==> src/rtl/core/s5req_pkg.sv <==
package s5req_pkg;

  // Protocol field values on the wire
  localparam logic [7:0] SocksVersion  = 8'd5;
  localparam logic [7:0] CmdConnect    = 8'd1;
  localparam logic [7:0] RsvValue      = 8'h00;
  localparam logic [7:0] AtypWireIpv4  = 8'd1;
  localparam logic [7:0] AtypWireName  = 8'd3;
  localparam logic [7:0] AtypWireIpv6  = 8'd4;

  // Byte positions inside the request header
  localparam logic [8:0] PosVer     = 9'd0;
  localparam logic [8:0] PosCmd     = 9'd1;
  localparam logic [8:0] PosRsv     = 9'd2;
  localparam logic [8:0] PosAtyp    = 9'd3;
  localparam logic [8:0] PosNameLen = 9'd4;
  localparam logic [8:0] AddrStart  = 9'd4;
  localparam logic [8:0] NameStart  = 9'd5;
  localparam logic [8:0] Ipv4Len    = 9'd4;
  localparam logic [8:0] Ipv6Len    = 9'd16;
  localparam logic [8:0] PosMax     = 9'd511;

  // Dense reply codes
  typedef enum logic [1:0] {
    REPLY_SUCCESS    = 2'd0,
    REPLY_GEN_FAIL   = 2'd1,
    REPLY_CMD_UNSUP  = 2'd2,
    REPLY_ATYP_UNSUP = 2'd3
  } reply_e;

  // Dense address type codes
  typedef enum logic [1:0] {
    ATYP_IPV4   = 2'd0,
    ATYP_DOMAIN = 2'd1,
    ATYP_IPV6   = 2'd2
  } atyp_e;

  localparam int unsigned FifoDepth = 4;
  localparam int unsigned FifoPtrW  = $clog2(FifoDepth);
  localparam int unsigned FifoCntW  = FifoPtrW + 1;

  typedef struct packed {
    logic        kind;
    logic [7:0]  addr_byte;
    logic [7:0]  addr_index;
    reply_e      reply;
    atyp_e       addr_type;
    logic [15:0] dest_port;
    logic [7:0]  domain_length;
    logic        parse_ok;
    logic        final_item;
  } res_t;

  // Results produced by one byte: zero, one or two
  typedef struct packed {
    logic [1:0] cnt;
    res_t       first;
    res_t       second;
  } push_t;

  typedef struct packed {
    logic                room2;
    logic [FifoCntW-1:0] count;
  } fifo_stat_t;

endpackage

==> src/rtl/core/s5req_if.sv <==
interface s5req_in_if;
  logic       valid;
  logic       ready;
  logic [7:0] data_byte;
  logic       end_of_buffer;

  modport source (output valid, output data_byte, output end_of_buffer, input ready);
  modport sink   (input valid, input data_byte, input end_of_buffer, output ready);
endinterface

interface s5req_out_if;
  logic        valid;
  logic        ready;
  logic        kind;
  logic [7:0]  addr_byte;
  logic [7:0]  addr_index;
  logic [1:0]  reply;
  logic [1:0]  addr_type;
  logic [15:0] dest_port;
  logic [7:0]  domain_length;
  logic        parse_ok;
  logic        final_item;

  modport source (output valid, output kind, output addr_byte, output addr_index,
                  output reply, output addr_type, output dest_port,
                  output domain_length, output parse_ok, output final_item,
                  input ready);
  modport sink   (input valid, input kind, input addr_byte, input addr_index,
                  input reply, input addr_type, input dest_port,
                  input domain_length, input parse_ok, input final_item,
                  output ready);
endinterface

==> src/rtl/core/s5req_step.sv <==
module s5req_step (
  input  logic           clk_i,
  input  logic           rst_ni,
  input  logic           advance_i,
  input  logic [7:0]     data_byte_i,
  input  logic           eob_i,
  output s5req_pkg::push_t push_o
);
  import s5req_pkg::*;

  logic [8:0] pos_q, pos_d;
  logic       cmd_bad_q, cmd_bad_d;
  atyp_e      type_q, type_d;
  logic [7:0] name_len_q, name_len_d;
  logic [7:0] port_hi_q, port_hi_d;
  logic       done_q, done_d;

  // Values after this byte, before an end flag clears them
  logic       cmd_bad_u;
  atyp_e      type_u;
  logic [7:0] name_len_u;
  logic [7:0] port_hi_u;

  logic       emit_addr, verdict, ok;
  reply_e     reply;
  logic [8:0] start, alen, port_pos;
  res_t       addr_res, verd_res;

  always_comb begin
    start    = (type_q == ATYP_DOMAIN) ? NameStart : AddrStart;
    alen     = (type_q == ATYP_DOMAIN) ? {1'b0, name_len_q} :
               (type_q == ATYP_IPV6) ? Ipv6Len : Ipv4Len;
    port_pos = start + alen;
  end

  always_comb begin
    cmd_bad_u  = cmd_bad_q;
    type_u     = type_q;
    name_len_u = name_len_q;
    port_hi_u  = port_hi_q;
    emit_addr  = 1'b0;
    verdict    = 1'b0;
    ok         = 1'b0;
    reply      = REPLY_GEN_FAIL;
    if (!done_q) begin
      if (pos_q == PosVer) begin
        verdict = (data_byte_i != SocksVersion);
      end else if (pos_q == PosCmd) begin
        cmd_bad_u = (data_byte_i != CmdConnect);
      end else if (pos_q == PosRsv) begin
        verdict = (data_byte_i != RsvValue);
      end else if (pos_q == PosAtyp) begin
        if (cmd_bad_q) begin
          verdict = 1'b1;
          reply   = REPLY_CMD_UNSUP;
        end else if (data_byte_i == AtypWireIpv4) begin
          type_u = ATYP_IPV4;
        end else if (data_byte_i == AtypWireName) begin
          type_u = ATYP_DOMAIN;
        end else if (data_byte_i == AtypWireIpv6) begin
          type_u = ATYP_IPV6;
        end else begin
          verdict = 1'b1;
          reply   = REPLY_ATYP_UNSUP;
        end
      end else if (type_q == ATYP_DOMAIN && pos_q == PosNameLen) begin
        name_len_u = data_byte_i;
      end else if (pos_q >= start && pos_q < port_pos) begin
        emit_addr = 1'b1;
      end else if (pos_q == port_pos) begin
        port_hi_u = data_byte_i;
      end else if (pos_q == port_pos + 9'd1) begin
        verdict = 1'b1;
        reply   = REPLY_SUCCESS;
        ok      = !(type_q == ATYP_DOMAIN && name_len_q == 8'd0);
      end
      if (!verdict && eob_i) begin
        verdict = 1'b1;
        reply   = REPLY_GEN_FAIL;
      end
    end
  end

  always_comb begin
    addr_res               = '0;
    addr_res.kind          = 1'b0;
    addr_res.addr_byte     = data_byte_i;
    addr_res.addr_index    = 8'(pos_q - start);
    verd_res               = '0;
    verd_res.kind          = 1'b1;
    verd_res.final_item    = 1'b1;
    verd_res.reply         = reply;
    verd_res.addr_type     = type_u;
    verd_res.dest_port     = ok ? {port_hi_q, data_byte_i} : 16'd0;
    verd_res.domain_length = name_len_u;
    verd_res.parse_ok      = ok;

    push_o.cnt    = 2'd0;
    push_o.first  = emit_addr ? addr_res : verd_res;
    push_o.second = verd_res;
    if (advance_i) begin
      push_o.cnt = {1'b0, emit_addr} + {1'b0, verdict};
    end
  end

  always_comb begin
    pos_d      = pos_q;
    cmd_bad_d  = cmd_bad_q;
    type_d     = type_q;
    name_len_d = name_len_q;
    port_hi_d  = port_hi_q;
    done_d     = done_q;
    if (advance_i) begin
      if (eob_i) begin
        // End flag rearms for the next request
        pos_d      = '0;
        cmd_bad_d  = 1'b0;
        type_d     = ATYP_IPV4;
        name_len_d = '0;
        port_hi_d  = '0;
        done_d     = 1'b0;
      end else if (!done_q) begin
        cmd_bad_d  = cmd_bad_u;
        type_d     = type_u;
        name_len_d = name_len_u;
        port_hi_d  = port_hi_u;
        if (verdict) begin
          done_d = 1'b1;
        end else if (pos_q != PosMax) begin
          pos_d = pos_q + 9'd1;
        end
      end
    end
  end

  always_ff @(posedge clk_i or negedge rst_ni) begin
    if (!rst_ni) begin
      pos_q      <= '0;
      cmd_bad_q  <= 1'b0;
      type_q     <= ATYP_IPV4;
      name_len_q <= '0;
      port_hi_q  <= '0;
      done_q     <= 1'b0;
    end else begin
      pos_q      <= pos_d;
      cmd_bad_q  <= cmd_bad_d;
      type_q     <= type_d;
      name_len_q <= name_len_d;
      port_hi_q  <= port_hi_d;
      done_q     <= done_d;
    end
  end

endmodule

==> src/rtl/core/s5req_fifo.sv <==
module s5req_fifo (
  input  logic                   clk_i,
  input  logic                   rst_ni,
  input  s5req_pkg::push_t       push_i,
  input  logic                   pop_i,
  output s5req_pkg::res_t        head_o,
  output logic                   valid_o,
  output s5req_pkg::fifo_stat_t  stat_o
);
  import s5req_pkg::*;

  res_t                mem_q [FifoDepth];
  logic [FifoPtrW-1:0] wr_q, wr_d, rd_q, rd_d;
  logic [FifoCntW-1:0] cnt_q, cnt_d;
  logic                pop;
  logic [FifoPtrW-1:0] wr_next;

  assign pop     = pop_i && (cnt_q != '0);
  assign wr_next = wr_q + FifoPtrW'(1);

  always_comb begin
    wr_d  = wr_q + FifoPtrW'(push_i.cnt);
    rd_d  = rd_q + FifoPtrW'(pop);
    cnt_d = cnt_q + FifoCntW'(push_i.cnt) - FifoCntW'(pop);
  end

  always_ff @(posedge clk_i) begin
    if (push_i.cnt != 2'd0) begin
      mem_q[wr_q] <= push_i.first;
    end
    if (push_i.cnt == 2'd2) begin
      mem_q[wr_next] <= push_i.second;
    end
  end

  always_ff @(posedge clk_i or negedge rst_ni) begin
    if (!rst_ni) begin
      wr_q  <= '0;
      rd_q  <= '0;
      cnt_q <= '0;
    end else begin
      wr_q  <= wr_d;
      rd_q  <= rd_d;
      cnt_q <= cnt_d;
    end
  end

  assign head_o       = mem_q[rd_q];
  assign valid_o      = (cnt_q != '0);
  assign stat_o.count = cnt_q;
  // Room for the worst case of two results from one byte
  assign stat_o.room2 = (cnt_q <= FifoCntW'(FifoDepth - 2));

endmodule

==> src/rtl/core/socks5_connect_request_parser.sv <==
// SOCKS5 CONNECT request parser. Feed the request one byte per transfer on
// in_i, raising end_of_buffer on the last byte received for this request.
// Each address or domain byte comes back on out_o as a kind 0 transfer, and
// exactly one verdict (kind 1, final_item 1) follows once the port has
// arrived, an error is certain, or the buffer ends. Bytes after a verdict
// give nothing until the end flag, which rearms the parser. The block takes
// one byte per cycle while the result queue has room; each byte passes
// through the input register into the queue. A byte that carries both the
// last address byte and an early end flag yields two results, and out_o
// drains them one per cycle while the sink is ready; the four-entry result
// queue absorbs this, so input stalls only when the sink holds off.
module socks5_connect_request_parser (
  input  logic       clk_i,
  input  logic       rst_ni,
  s5req_in_if.sink   in_i,
  s5req_out_if.source out_o
);
  import s5req_pkg::*;

  // Input register
  logic       in_vld_q, in_vld_d;
  logic [7:0] in_byte_q;
  logic       in_eob_q;
  logic       in_xfer;
  logic       advance;

  push_t      push;
  res_t       head;
  logic       head_vld;
  fifo_stat_t fstat;

  assign in_xfer    = in_i.valid && in_i.ready;
  // Advance the held byte only when the queue can take two results
  assign advance    = in_vld_q && fstat.room2;
  assign in_i.ready = !in_vld_q || advance;

  always_comb begin
    in_vld_d = in_vld_q;
    if (in_xfer) begin
      in_vld_d = 1'b1;
    end else if (advance) begin
      in_vld_d = 1'b0;
    end
  end

  always_ff @(posedge clk_i or negedge rst_ni) begin
    if (!rst_ni) begin
      in_vld_q <= 1'b0;
    end else begin
      in_vld_q <= in_vld_d;
    end
  end

  // Payload: hold while not refilled
  always_ff @(posedge clk_i) begin
    if (in_xfer) begin
      in_byte_q <= in_i.data_byte;
      in_eob_q  <= in_i.end_of_buffer;
    end
  end

  s5req_step u_step (
    .clk_i       (clk_i),
    .rst_ni      (rst_ni),
    .advance_i   (advance),
    .data_byte_i (in_byte_q),
    .eob_i       (in_eob_q),
    .push_o      (push)
  );

  s5req_fifo u_fifo (
    .clk_i  (clk_i),
    .rst_ni (rst_ni),
    .push_i (push),
    .pop_i  (out_o.ready),
    .head_o (head),
    .valid_o(head_vld),
    .stat_o (fstat)
  );

  // Drive the result channel from the queue head
  assign out_o.valid         = head_vld;
  assign out_o.kind          = head.kind;
  assign out_o.addr_byte     = head.addr_byte;
  assign out_o.addr_index    = head.addr_index;
  assign out_o.reply         = head.reply;
  assign out_o.addr_type     = head.addr_type;
  assign out_o.dest_port     = head.dest_port;
  assign out_o.domain_length = head.domain_length;
  assign out_o.parse_ok      = head.parse_ok;
  assign out_o.final_item    = head.final_item;

  // Queue never overfills
  assert property (@(posedge clk_i) disable iff (!rst_ni)
    fstat.count <= FifoCntW'(FifoDepth))
    else $error("result queue overflow");

  // One byte never yields more than two results
  assert property (@(posedge clk_i) disable iff (!rst_ni)
    push.cnt != 2'd3)
    else $error("too many results for one byte");

  // Results pushed are offered on the next cycle
  assert property (@(posedge clk_i) disable iff (!rst_ni)
    (push.cnt != 2'd0) |=> out_o.valid)
    else $error("pushed result not offered");

  // A byte is only advanced with room for two results
  assert property (@(posedge clk_i) disable iff (!rst_ni)
    advance |-> (fstat.count <= FifoCntW'(FifoDepth - 2)))
    else $error("advance without queue room");

endmodule

==> src/flat_wrapper.sv <==
// flat-port wrapper written by rule: the top's interface ports become plain ports
module socks5_connect_request_parser_flat import s5req_pkg::*;
  (clk_i, rst_ni, in_i_valid, in_i_data_byte, in_i_end_of_buffer, in_i_ready, out_o_valid, out_o_kind, out_o_addr_byte, out_o_addr_index, out_o_reply, out_o_addr_type, out_o_dest_port, out_o_domain_length, out_o_parse_ok, out_o_final_item, out_o_ready);
  s5req_in_if in_i_i ();
  s5req_out_if out_o_i ();
  input  logic clk_i;
  input  logic rst_ni;
  input wire logic [$bits(in_i_i.valid)-1:0] in_i_valid;
  input wire logic [$bits(in_i_i.data_byte)-1:0] in_i_data_byte;
  input wire logic [$bits(in_i_i.end_of_buffer)-1:0] in_i_end_of_buffer;
  output wire logic [$bits(in_i_i.ready)-1:0] in_i_ready;
  output wire logic [$bits(out_o_i.valid)-1:0] out_o_valid;
  output wire logic [$bits(out_o_i.kind)-1:0] out_o_kind;
  output wire logic [$bits(out_o_i.addr_byte)-1:0] out_o_addr_byte;
  output wire logic [$bits(out_o_i.addr_index)-1:0] out_o_addr_index;
  output wire logic [$bits(out_o_i.reply)-1:0] out_o_reply;
  output wire logic [$bits(out_o_i.addr_type)-1:0] out_o_addr_type;
  output wire logic [$bits(out_o_i.dest_port)-1:0] out_o_dest_port;
  output wire logic [$bits(out_o_i.domain_length)-1:0] out_o_domain_length;
  output wire logic [$bits(out_o_i.parse_ok)-1:0] out_o_parse_ok;
  output wire logic [$bits(out_o_i.final_item)-1:0] out_o_final_item;
  input wire logic [$bits(out_o_i.ready)-1:0] out_o_ready;
  assign in_i_i.valid = in_i_valid;
  assign in_i_i.data_byte = in_i_data_byte;
  assign in_i_i.end_of_buffer = in_i_end_of_buffer;
  assign in_i_ready = in_i_i.ready;
  assign out_o_valid = out_o_i.valid;
  assign out_o_kind = out_o_i.kind;
  assign out_o_addr_byte = out_o_i.addr_byte;
  assign out_o_addr_index = out_o_i.addr_index;
  assign out_o_reply = out_o_i.reply;
  assign out_o_addr_type = out_o_i.addr_type;
  assign out_o_dest_port = out_o_i.dest_port;
  assign out_o_domain_length = out_o_i.domain_length;
  assign out_o_parse_ok = out_o_i.parse_ok;
  assign out_o_final_item = out_o_i.final_item;
  assign out_o_i.ready = out_o_ready;
  socks5_connect_request_parser u_core (.clk_i(clk_i), .rst_ni(rst_ni), .in_i(in_i_i), .out_o(out_o_i));
endmodule
==> config.mk <==
export PLATFORM = sky130hd
export DESIGN_NAME = socks5_connect_request_parser_flat
export DESIGN_NICKNAME = d
export VERILOG_FILES = /design/src/rtl/core/s5req_pkg.sv /design/src/rtl/core/s5req_if.sv /design/src/rtl/core/s5req_step.sv /design/src/rtl/core/s5req_fifo.sv /design/src/rtl/core/socks5_connect_request_parser.sv /design/src/flat_wrapper.sv
export SDC_FILE = /design/constraint.sdc
export NUM_CORES = 1
export LEC_CHECK = 0
export ABC_AREA = 1
export BUFFER_PORTS_ARGS = -buffer_cell sky130_fd_sc_hd__buf_2
export CORE_MARGIN = 4
export CORE_UTILIZATION = 60
export DETAILED_ROUTE_END_ITERATION = 10
export PLACE_DENSITY = 0.86
export SETUP_SLACK_MARGIN = 0.2
export SLEW_MARGIN = 15
export SYNTH_ARGS = -nofsm -noshare
export SYNTH_HDL_FRONTEND = slang
export SYNTH_SLANG_ARGS = --single-unit
==> constraint.sdc <==
create_clock -name clk_i -period 11.2 [get_ports clk_i]
set_clock_uncertainty 0.05 [all_clocks]
set_input_delay 2.24 -clock clk_i [delete_from_list [all_inputs] [get_ports clk_i]]
set_output_delay 2.24 -clock clk_i [all_outputs]
set_load 0.1 [all_outputs]
==> key figures <==
Logic synthesis
  • Async SR Flop Fraction: between 15 and 20%
  • Leading area contributor after synthesis: edfxtp_1
  • Mapped Area: 10,900 µm²
  • Largest cells by area after synthesis: edfxtp_1 (34%), dfxtp_1 (12%), dfrtp_1 (8.5%)
  • Top_reg_cell synth: edfxtp_1
  • Synth top cells by count: nor2_1 (226), inv_1 (151), nand2_1 (131), edfxtp_1 (125), o22ai_1 (104)
  • Syn. warnings: 0
  • Share of the synthesized area in the top cell type: about a third
  • Most common cell in the netlist: nor2_1
  • Sequential element share of the synthesized area: between 50% and 60%
  • Post-synth EDFFs: 125
  • Synth cell types: 40
  • Syn Area/Cell: ~8.8 µm²
  • Syn Nets: between 1,000 and 1,500
  • Syn Inst Count: roughly 1,200
  • Yosys reg bits: 230

CTS
  • TritonCTS clock tree: built
  • Root Buffer: clkbuf_16
  • CTS Buf Count: 23
  • Post_cts resized: 0
  • Worst-Skew Late Latency: ~0.5 ns
  • Clock sink total: 230
  • Post-CTS setup buffers: 0
  • CTS HTree Levels: 1
  • Clock slew at reported path FFs: around 0.06 ns
  • Cts hold-fix bufs: 0
  • CTS max path bufs: 3

Floorplanning
  • Die ar.: roughly 20,000 µm²
  • # IOs: 62
  • Cell row count: 49
  • Core area: ~18,000 µm²
  • Die Ht: ~140 µm
  • Die span in x: approximately 140 µm
  • Initial core utilization: between 60% and 70%

Timing
  • Final setup margin: about 4.8 ns
  • Hold Fails Final Rpt: 0
  • Final setup TNS: 0 ns
  • Max Clock Freq: 0.157 GHz
  • Relative slew margins: between 10% and 20%
  • Worst-margin pin slew: 1.21 ns
  • RSZ-0062 raised after global routing: no
  • Tcrit/Tclk final: between 50% and 60%
  • Final min period: about 6.4 ns
  • Final setup fails: 0
  • Final Max Slew Viols: 0

Critical path
  • Crit path launch type: flip-flop
  • Setup CP Type: flip-flop to flip-flop
  • WP buf/inv: 6
  • CP Data Arrival Time: approximately 6.7 ns
  • Critical path peak fanout: between 40 and 50
  • WP data required: around 12 ns
  • Crit path top cell by count: nand2_1
  • CP max stage delay: roughly 0.99 ns
  • CP max stage cell: or2_2
  • CP delay by family, top: simple AND/OR/NAND/NOR gates
  • R2R setup slack: a little under 5 ns
  • Crit. End Element: flip-flop

Placed design
  • DP Worst Slack: roughly 4.9 ns
  • # port buffers: just over 60
  • DP HPWL: 17.8 mm
  • Gpl congestion: 1.01

Drt
  • Total number of vias: roughly 9,000
  • Detailed Route WL: roughly 27 mm
  • Wire per inst: about 18 µm
  • Antenna Nets Post-Route: 0
  • First drt pass iteration count: 8
  • DRT iter0 DRCs: about 1,000
  • Post-route DRC: 0
  • DR vias/cell: slightly below 6

Final layout
  • Syn-to-layout area delta: 10.2%
  • Layout cells sized above 1: approximately a tenth
  • Diodes inserted: 0
  • Final #Nets: between 1,000 and 1,500
  • Final Util: between 60% and 70%

Global routing
  • Largest net degree at the start of global routing: 109
  • First-pass GRT wire length: around 44 mm
  • Number of antenna violations at the first check in global routing: 0
  • Grt ovf: 0
  • Vias in the first global route: around 8,400
  • GRT Overall Usage: a little over a quarter

Outcome
  • Outcome: completed

Hold path
  • Worst Hold Class: flip-flop to flip-flop

Run
  • Max-Cap Viols: 0
==> per-layer routing <==
metal	vias to the layer above	GRT usage (%)	routed length, µm	part of all wire, %
met5	-	0	0	0
met4	0	7.10	512	1.9
met3	52	3.28	2570	9.4
met2	503	43.8	13200	48
met1	4246	38.1	11100	41
li1	4259	-	-	-
==> placed cells by master (no fill, tap or decap), types with 10 or more instances in the layout <==
| master | instances |
|---|---|
| nand3_1 | 53 |
| nand2_1 | 131 |
| inv_1 | 151 |
| edfxtp_1 | 125 |
| o21ai_0 | 101 |
| dfrtp_1 | 36 |
| nor3_1 | 16 |
| dfxtp_1 | 68 |
| o22ai_1 | 104 |
| clkbuf_16 | 23 |
| nand4_1 | 10 |
| nor2_1 | 226 |
| clkinv_1 | 10 |
| buf_2 | 61 |
| a21oi_1 | 67 |
| ha_1 | 23 |
==> logic make-up (layout without fill, tap and decap cells) <==
logic type	Yosys count	in the layout	synth area share [%]
and+or+nand+nor	463	463	17.9
AOI/OAI and AO/OA	281	281	14.4
DFF	230	230	55.5
muxes	8	8	0.735
adders and majority gates	24	24	2.83
xor gates and xnor gates	8	8	0.643
buffers and inverters	223	279	8.06
==> per-stage QoR <==
| step | cell area (µm²) | cells | hold slack [ns] |
|---|---|---|---|
| floorplan | 10900 | 1237 | 0.372 |
| global placement | 11300 | 1481 | 0.388 |
| finish | 12000 | 1522 | 0.408 |
| detailed placement | 11300 | 1481 | 0.392 |
| CTS | 12000 | 1522 | 0.407 |
| global route | 12000 | 1522 | 0.442 |
==> path summary, 6_finish.rpt <==
path	from	endpoint	cells after the start
max in group asynchronous	rst_ni	u_core.u_fifo.rd_q[0]	1
setup / recovery	u_core.u_step.type_q[1]	u_core.u_fifo.mem_q[2][18]	35
setup reg to reg	u_core.u_step.type_q[1]	u_core.u_fifo.mem_q[2][18]	35
min in group asynchronous	rst_ni	u_core.u_step.pos_q[0]	1
hold reg to reg	u_core.u_fifo.mem_q[1][0]	u_core.u_fifo.mem_q[1][0]	2
hold / removal	u_core.u_fifo.mem_q[1][0]	u_core.u_fifo.mem_q[1][0]	2
==> area by class of cell <==
| type | count | area [µm²] |
|---|---|---|
| sequential | 230 | 6040 |
| fill | 1366 | 5890 |
| multi-input combinational | 784 | 3970 |
| clock buffer | 34 | 637 |
| inverter | 168 | 631 |
| timing repair buffer | 70 | 373 |
| tap | 229 | 287 |
| clock inverter | 7 | 65.1 |
==> state kept, by name, indices dropped and copies added (netlist names) <==
signal,count
u_core.in_eob_q,1
u_core.u_step.cmd_bad_q,1
u_core.u_fifo.cnt_q,3
u_core.u_fifo.rd_q,2
u_core.in_byte_q,8
u_core.u_step.type_q,2
u_core.in_vld_q,1
u_core.u_fifo.wr_q,2
u_core.u_step.pos_q,9
u_core.u_step.port_hi_q,8
u_core.u_step.name_len_q,8
u_core.u_step.done_q,1
u_core.u_fifo.mem_q,184
==> worst reg2reg max path: cells and delay by family, from the launching register on <==
family / cells / cell delay (ns)
AND/OR/NAND/NOR: 21 / 3.14
flip-flops: 1 / 0.42
buffers and inverters: 6 / 0.73
AO/OA/AOI/OAI: 5 / 1.05
adder cells (fa/ha/maj): 3 / 0.85
Power is not shown: default switching activity piles up to over one toggle a cycle in this logic, so the estimate is an artifact.
